File: src/rtl/crse_pkg.sv
// ----------------------------------------------------------------------------
// crse_pkg
// Shared types and constants of the Catmull-Rom spline evaluation unit.
// ----------------------------------------------------------------------------
package crse_pkg;

  localparam int COORD_W = 32;           // signed Q16.16 coordinate
  localparam int T_FRAC  = 16;           // fraction bits of the spline parameter
  localparam int T_W     = T_FRAC + 1;   // parameter width, holds 1.0
  localparam int INDEX_W = 6;
  localparam int TOTAL_W = 7;
  localparam int W_W     = T_FRAC + 4;   // doubled basis weight, signed
  localparam int STEP_W  = 3;

  localparam logic [T_W-1:0] T_ONE = T_W'(1) << T_FRAC;

  // MAC schedule: issue reads, multiply, accumulate, one step each
  localparam logic [STEP_W-1:0] STEP_LAST_ISSUE = STEP_W'(3);
  localparam logic [STEP_W-1:0] STEP_FIRST_MUL  = STEP_W'(1);
  localparam logic [STEP_W-1:0] STEP_LAST_MUL   = STEP_W'(4);
  localparam logic [STEP_W-1:0] STEP_FIRST_ACC  = STEP_W'(2);
  localparam logic [STEP_W-1:0] STEP_LAST       = STEP_W'(5);

  typedef enum logic [1:0] {
    ACT_APPEND = 2'd0,
    ACT_CLEAR  = 2'd1,
    ACT_EVAL   = 2'd2,
    ACT_READ   = 2'd3
  } action_t;

  typedef enum logic [1:0] {
    ST_OK        = 2'd0,
    ST_EMPTY     = 2'd1,
    ST_FULL      = 2'd2,
    ST_BAD_INDEX = 2'd3
  } status_t;

  typedef struct packed {
    action_t                    action;
    logic signed [COORD_W-1:0]  pos_x;
    logic signed [COORD_W-1:0]  pos_y;
    logic signed [COORD_W-1:0]  pos_z;
    logic [T_W-1:0]             param_t;
    logic [INDEX_W-1:0]         point_index;
  } in_item_t;

  typedef struct packed {
    logic signed [COORD_W-1:0]  out_x;
    logic signed [COORD_W-1:0]  out_y;
    logic signed [COORD_W-1:0]  out_z;
    logic [TOTAL_W-1:0]         point_total;
    status_t                    status;
    logic                       saturated;
  } out_item_t;

  // controller to datapath
  typedef struct packed {
    logic              load_item;
    logic              read_point;
    logic              calc_u;
    logic              calc_sq;
    logic              calc_cube;
    logic              calc_wgt;
    logic              mac_run;
    logic [STEP_W-1:0] mac_step;
    logic              commit;
  } ctrl_cmd_t;

  // datapath to controller
  typedef struct packed {
    logic count_zero;
  } dp_status_t;

endpackage

File: src/rtl/crse_ctrl.sv
// ----------------------------------------------------------------------------
// crse_ctrl
// Sequencer of the spline unit: accepts transactions, steps the datapath
// through each action and owns the result valid flag.
// ----------------------------------------------------------------------------
module crse_ctrl import crse_pkg::*; (
  input  logic       clk,
  input  logic       rst,
  input  logic       in_valid,
  input  action_t    in_action,
  output logic       in_ready,
  output logic       out_valid,
  input  logic       out_ready,
  input  dp_status_t status,
  output ctrl_cmd_t  cmd
);

  typedef enum logic [7:0] {
    S_IDLE = 8'b0000_0001,
    S_READ = 8'b0000_0010,
    S_U    = 8'b0000_0100,
    S_SQ   = 8'b0000_1000,
    S_CUBE = 8'b0001_0000,
    S_WGT  = 8'b0010_0000,
    S_MAC  = 8'b0100_0000,
    S_DONE = 8'b1000_0000
  } state_t;

  state_t            state, state_next;
  logic [STEP_W-1:0] step, step_next;
  logic              out_valid_next;
  logic              accept;
  logic              commit;

  assign in_ready = (state == S_IDLE);
  assign accept   = in_valid && in_ready;
  // result slot is free once the previous transaction leaves this cycle
  assign commit   = (state == S_DONE) && (!out_valid || out_ready);

  always_comb begin
    state_next = state;
    step_next  = step;
    unique case (state)
      S_IDLE: begin
        if (accept) begin
          unique case (in_action)
            ACT_APPEND, ACT_CLEAR: state_next = S_DONE;
            ACT_READ:              state_next = S_READ;
            ACT_EVAL:              state_next = status.count_zero ? S_DONE : S_U;
          endcase
        end
      end
      S_READ: state_next = S_DONE;
      S_U:    state_next = S_SQ;
      S_SQ:   state_next = S_CUBE;
      S_CUBE: state_next = S_WGT;
      S_WGT: begin
        step_next  = '0;
        state_next = S_MAC;
      end
      S_MAC: begin
        step_next = step + STEP_W'(1);
        if (step == STEP_LAST) begin
          state_next = S_DONE;
        end
      end
      S_DONE: begin
        if (commit) begin
          state_next = S_IDLE;
        end
      end
      default: state_next = S_IDLE;
    endcase
  end

  always_comb begin
    out_valid_next = out_valid;
    if (commit) begin
      out_valid_next = 1'b1;
    end else if (out_ready) begin
      out_valid_next = 1'b0;
    end
  end

  always_comb begin
    cmd            = '0;
    cmd.load_item  = accept;
    cmd.read_point = (state == S_READ);
    cmd.calc_u     = (state == S_U);
    cmd.calc_sq    = (state == S_SQ);
    cmd.calc_cube  = (state == S_CUBE);
    cmd.calc_wgt   = (state == S_WGT);
    cmd.mac_run    = (state == S_MAC);
    cmd.mac_step   = step;
    cmd.commit     = commit;
  end

  always_ff @(posedge clk) begin
    if (rst) begin
      state     <= S_IDLE;
      step      <= '0;
      out_valid <= 1'b0;
    end else begin
      state     <= state_next;
      step      <= step_next;
      out_valid <= out_valid_next;
    end
  end

endmodule

File: config.mk
export PLATFORM = sky130hd
export DESIGN_NAME = crse_ctrl
export DESIGN_NICKNAME = d
export VERILOG_FILES = /design/src/rtl/crse_pkg.sv /design/src/rtl/crse_ctrl.sv
export SDC_FILE = /design/constraint.sdc
export NUM_CORES = 1
export LEC_CHECK = 0
export BUFFER_PORTS_ARGS = -buffer_cell sky130_fd_sc_hd__buf_2
export CELL_PAD_IN_SITES_DETAIL_PLACEMENT = 2
export CELL_PAD_IN_SITES_GLOBAL_PLACEMENT = 2
export CORE_MARGIN = 3
export CORE_UTILIZATION = 28
export CTS_CLUSTER_SIZE = 20
export DETAILED_ROUTE_END_ITERATION = 10
export MAX_ROUTING_LAYER = met4
export PLACE_DENSITY_LB_ADDON = 0.1
export SYNTH_ARGS = -nofsm -noshare
export SYNTH_HDL_FRONTEND = slang
export SYNTH_SLANG_ARGS = --single-unit
export TNS_END_PERCENT = 50
File: constraint.sdc
create_clock -name clk -period 2.2 [get_ports clk]
set_clock_uncertainty 0.15 [all_clocks]
set_input_delay 0.11 -clock clk [delete_from_list [all_inputs] [get_ports clk]]
set_output_delay 0.11 -clock clk [all_outputs]
set_load 0.01 [all_outputs]
== Word level (Yosys, flattened, before mapping) ==
Cells that the tools add are included.
Storage, ports and cells
  register bits after elaboration: 12
  bits of input ports: 7
  output and inout bits: 13
  word-level logic and storage cells: 37
Cells by class
  $add $sub $neg: 1
  equality and inequality tests: 15
  multiplexer cells: 9
  reduce and logical (&&, ||, !) cells: 9
Operators by type and width (number)
  case mux 8 bit (8 select lines): 1
  2-to-1 mux 8 bit: 4
  case mux 8 bit (3 select lines): 1
  equality test 8 x 1 -> 1 bit, second input constant: 1
  equality test 8 x 2 -> 1 bit, second input constant: 1
  equality test 8 x 3 -> 1 bit, second input constant: 1
  equality test 8 x 4 -> 1 bit, second input constant: 1
  equality test 8 x 5 -> 1 bit, second input constant: 1
  equality test 8 x 6 -> 1 bit, second input constant: 1
  equality test 8 x 7 -> 1 bit, second input constant: 1
  equality test 8 bit, second input constant: 1
  case mux 3 bit (2 select lines): 1
  equality test 2 bit, second input constant: 2
  != test 2 x 1 -> 1 bit, second input constant: 2
  nonzero test 2 bit: 2
  adder 3 x 1 -> 3 bit, second input constant: 1
  equality test 3 bit, second input constant: 1
  AND reduction 3 bit: 1
  equality test 2 x 1 -> 1 bit, second input constant: 1
  logical AND 1 bit: 2
  zero test 2 bit: 1
  2-to-1 mux 1 bit: 2
  != test 2 bit, second input constant: 1
  OR reduction 2 bit: 1
  other kinds (2): 2

== Logic depth before layout (Yosys ltp) ==
  word-level depth: 5
  gate-level depth with buffers: 6
  mapped depth without buffers: 6

== Worst setup path after synthesis ==
No wires, ideal clock.
  path type: flip-flop to flip-flop
  from: register state[0]
  to: register step[1]
  library setup time: 0.065 ns
  data arrival time: 1.650 ns
  required time: 1.985 ns
  setup slack: 0.335 ns
  stages on the path, launching flop included: 5
  buffers on the path: 0
  period minus slack after synthesis: 1.865 ns
  cell sequence: dfxtp_1 > or4_4 > nor3_4 > mux2_2 > nor2_1
RTL lines
  start, declared: RTL line crse_ctrl.sv:29  | state_t state, state_next;
  start signal, assigned: RTL line crse_ctrl.sv:104  | state <= state_next;
  end signal, assigned: RTL line crse_ctrl.sv:105  | step <= step_next;
  end, declared: RTL line crse_ctrl.sv:30  | logic [STEP_W-1:0] step, step_next;

==> run_results.csv <==
group,metric,value,unit
outcome,status,"finished clean",
detailed_routing,dr_total_vias,717,
clock_network,root_buffer,"clkbuf_4",
clock_network,cts-htree-levels,1,
logic_synthesis,synthCells,86,
detailed_routing,vias_per_cell,5.158,
detailed_routing,detail-route-antenna-nets,0,
logic_synthesis,synth_edf_count,0,
clock_network,numCtsBuffers,3,
placed_design,gp_congestion,0.7283,
grt,use_met3,3.448,%
clock_network,cts_buffer_depth,2,
worst_setup_path,critPathKind,"flip-flop to output port",
run,drv_cap,0,
worst_setup_path,critPathSlowestCell,"or4_4",
logic_synthesis,netlist_area,719.4,sq um
timing,fin_crit_sh,95.19,%
grt,gr-max-usage-layer,"met2",
worst_setup_path,critPathRequiredTime,1.94,ns
power_and_ir_drop,vdd_ir_drop_max,0.0003182,V
grt,met1_usage,17.97,%
detailed_routing,wl_per_cell,15.04,um
detailed_routing,drt_iter0_markers,12,
timing,final-max-slew-violation-count,0,
detailed_routing,drtPass1Iterations,2,
grt,gr-usage-met2,25.08,%
logic_synthesis,synth_xor_area_share,2.435,%
finish,diodes,0,
detailed_routing,drc,0,
finish,utilization,39.56,%
logic_synthesis,yosys_most_used_dff,"dfxtp_1",
worst_setup_path,cp_data_arrival_time,1.83,ns
floorplanning,die-area,0.003214,sq mm
logic_synthesis,synth-adder-area-share,3.478,%
grt,first_global_vias,817,
floorplanning,rows,17,
timing,tightest_slew,0.3757,ns
worst_setup_path,crit_path_start_kind,"flip-flop",
grt,grt_overflow,0,
logic_synthesis,ys_types,38,
worst_hold_path,hp-class,"primary input to flip-flop",
logic_synthesis,synth_compound_area_share,13.91,%
logic_synthesis,yosysWarnings,0,
worst_setup_path,critPathMaxFanout,6,
logic_synthesis,syn_avg_cell_area,8.366,sq um
timing,finalCriticalPeriod,2.094,ns
floorplanning,ios,20,
logic_synthesis,synth_async_sr_flop_share,0,%
grt,antenna_found_initial,0,
floorplanning,die_h,56.69,um
detailed_routing,routed_wl,2091,um
timing,rsz0062_at_grt,"false",
worst_setup_path,path_delay_family,"simple AND/OR/NAND/NOR gates",
worst_setup_path,cp-end-kind,"output port",
finish,design_area,917.1,sq um
worst_setup_path,cp_slowest_stage_delay,0.59,ns
logic_synthesis,muxShareOfSynthArea,1.565,%
power_and_ir_drop,power.static_leakage,0.3963,nW
floorplanning,coreArea,0.002318,sq mm
clock_network,cts_tree,"done",
timing,setup_viol,0,
timing,fmax,0.4775,GHz
grt,grt_pass1_wl,3691,um
timing,final_hold_viol_count,0,
clock_network,clk_latency,0.27,ns
grt,grt_util_all_layers,15.01,%
power_and_ir_drop,power,0.4747,mW
timing,relSlewSlack,74.95,%
finish,syn_to_final_growth,27.48,%
finish,nFillCells,281,
placed_design,port_buffers,19,
clock_network,cts.clk_slew.worst_paths,0.07,ns
floorplanning,die_w,56.69,um
power_and_ir_drop,powerDensity,517.6,mW/mm^2
floorplanning,initial_utilization,31.03,%
grt,grt_max_degree,9,
clock_network,cts.sinks,12,
timing,fin_hold_ws,0.09575,ns
placed_design,place_hpwl,1651,um
worst_setup_path,critPathBufInv,2,
timing,tns,0,ns
clock_network,post_cts_buffers,0,
worst_setup_path,crit_path_cell_trace,"or4_4, or3_4, clkinv_1, buf_2",
logic_synthesis,ys_seq_elements,12,
logic_synthesis,synth_fp_nets,95,
placed_design,dpl-instance-area,838.3,sq um
finish,layout-drive-gt1-share,30.63,%
logic_synthesis,synth_top_family_by_area,"simple AND/OR/NAND/NOR gates",
finish,final_nets,122,
logic_synthesis,yosysSeqAreaShare,33.39,%
logic_synthesis,synthSimpleGateAreaFrac,40.00,%
-- Yosys cell counts, types with 2 or more instances --
library cell | n | area, sq um
and4_1 | 2 | 17.52
nor3b_1 | 2 | 15.01
o21ai_0 | 2 | 10.01
a21oi_1 | 6 | 30.03
a21boi_0 | 2 | 15.01
nor2_1 | 9 | 33.78
inv_1 | 4 | 15.01
nand2b_1 | 5 | 31.28
buf_4 | 2 | 15.01
dfxtp_1 | 12 | 240.2
nand2_2 | 2 | 12.51
nand4b_1 | 2 | 17.52
nand2_1 | 6 | 22.52
or2_2 | 2 | 12.51
ha_1 | 2 | 25.02
nor3_1 | 4 | 20.02
-- repair_timing --
action	in CTS	in global routing
gates resized for setup	0	1
hold buffers	5	0
endpoints found under the setup margin	0	3
hold endpoints to repair	8	0
-- cell usage in the layout, fill, tap and decap left out, types with 2 or more instances in the layout --
cell type / synthesis / routed
nand2_1: 6 / 6
dlygate4sd3_1: 0 / 5
o21ai_0: 2 / 2
nor4_2: 1 / 2
or2_2: 2 / 2
nor3_1: 4 / 4
inv_1: 4 / 4
dfxtp_1: 12 / 12
nand2_2: 2 / 2
clkbuf_4: 0 / 3
nor2_1: 9 / 9
a21oi_1: 6 / 6
nor3b_1: 2 / 2
and4_1: 2 / 2
ha_1: 2 / 2
nand4b_1: 2 / 2
a21boi_0: 2 / 2
nand2b_1: 5 / 5
buf_2: 0 / 19
-- per-stage QoR --
step                cells  setup slack (ns)
detailed placement    131            0.2826
finish                139            0.1057
global placement      131            0.3342
floorplan              86            0.3354
CTS                   139           0.09542
global route          139           0.03160
-- registers in the layout (all words and copies together), names as in the netlist --
| register | flops |
|---|---|
| state | 8 |
| step | 3 |
| out_valid | 1 |
-- report_power, final --
part	internal (mW)	total (mW)	leakage, nW	switching (mW)
Clock	0.0633	0.137	0.0138	0.0735
Sequential	0.224	0.234	0.0972	0.00988
Combinational	0.0497	0.104	0.285	0.0545
-- kinds of logic (layout without fill, tap and decap cells) --
| group | after synthesis | count (layout) |
|---|---|---|
| mux | 1 | 1 |
| xor+xnor | 2 | 2 |
| fa+ha+maj | 2 | 2 |
| flops | 12 | 12 |
| buf+inv | 8 | 33 |
| compound gates | 16 | 16 |
| simple gates | 45 | 45 |
-- layer usage --
| layer | vias up | wire [um] |
|---|---|---|
| met4 | 0 | 18 |
| met1 | 346 | 995 |
| li1 | 353 | - |
| met2 | 16 | 986 |
| met5 | - | 0 |
| met3 | 2 | 92 |
-- tightest hold or removal path: cells and delay by family --
family	cells	cell delay (ns)
buffers and inverters	2	0.16
and+or+nand+nor	3	0.20
-- cell type report --
class / count / area [sq um] / area share (%)
clock buffer: 3 / 22.52 / 2.456
inverter: 5 / 18.77 / 2.046
multi-input combinational: 66 / 447.9 / 48.84
sequential: 12 / 240.2 / 26.19
tap: 28 / 35.03 / 3.820
timing repair buffer: 25 / 152.6 / 16.64
-- path summary, 6_finish.rpt --
| path | startpoint | endpoint | slack, ns | cells past startpoint |
|---|---|---|---|---|
| setup / recovery | state[0] | cmd[5] | 0.11 | 4 |
| hold / removal | in_valid | state[1] | 0.1 | 5 |
| hold reg to reg | out_valid | out_valid | 0.38 | 2 |
| setup reg to reg | state[0] | step[1] | 0.29 | 4 |
Power figures use the tool's default switching activity.
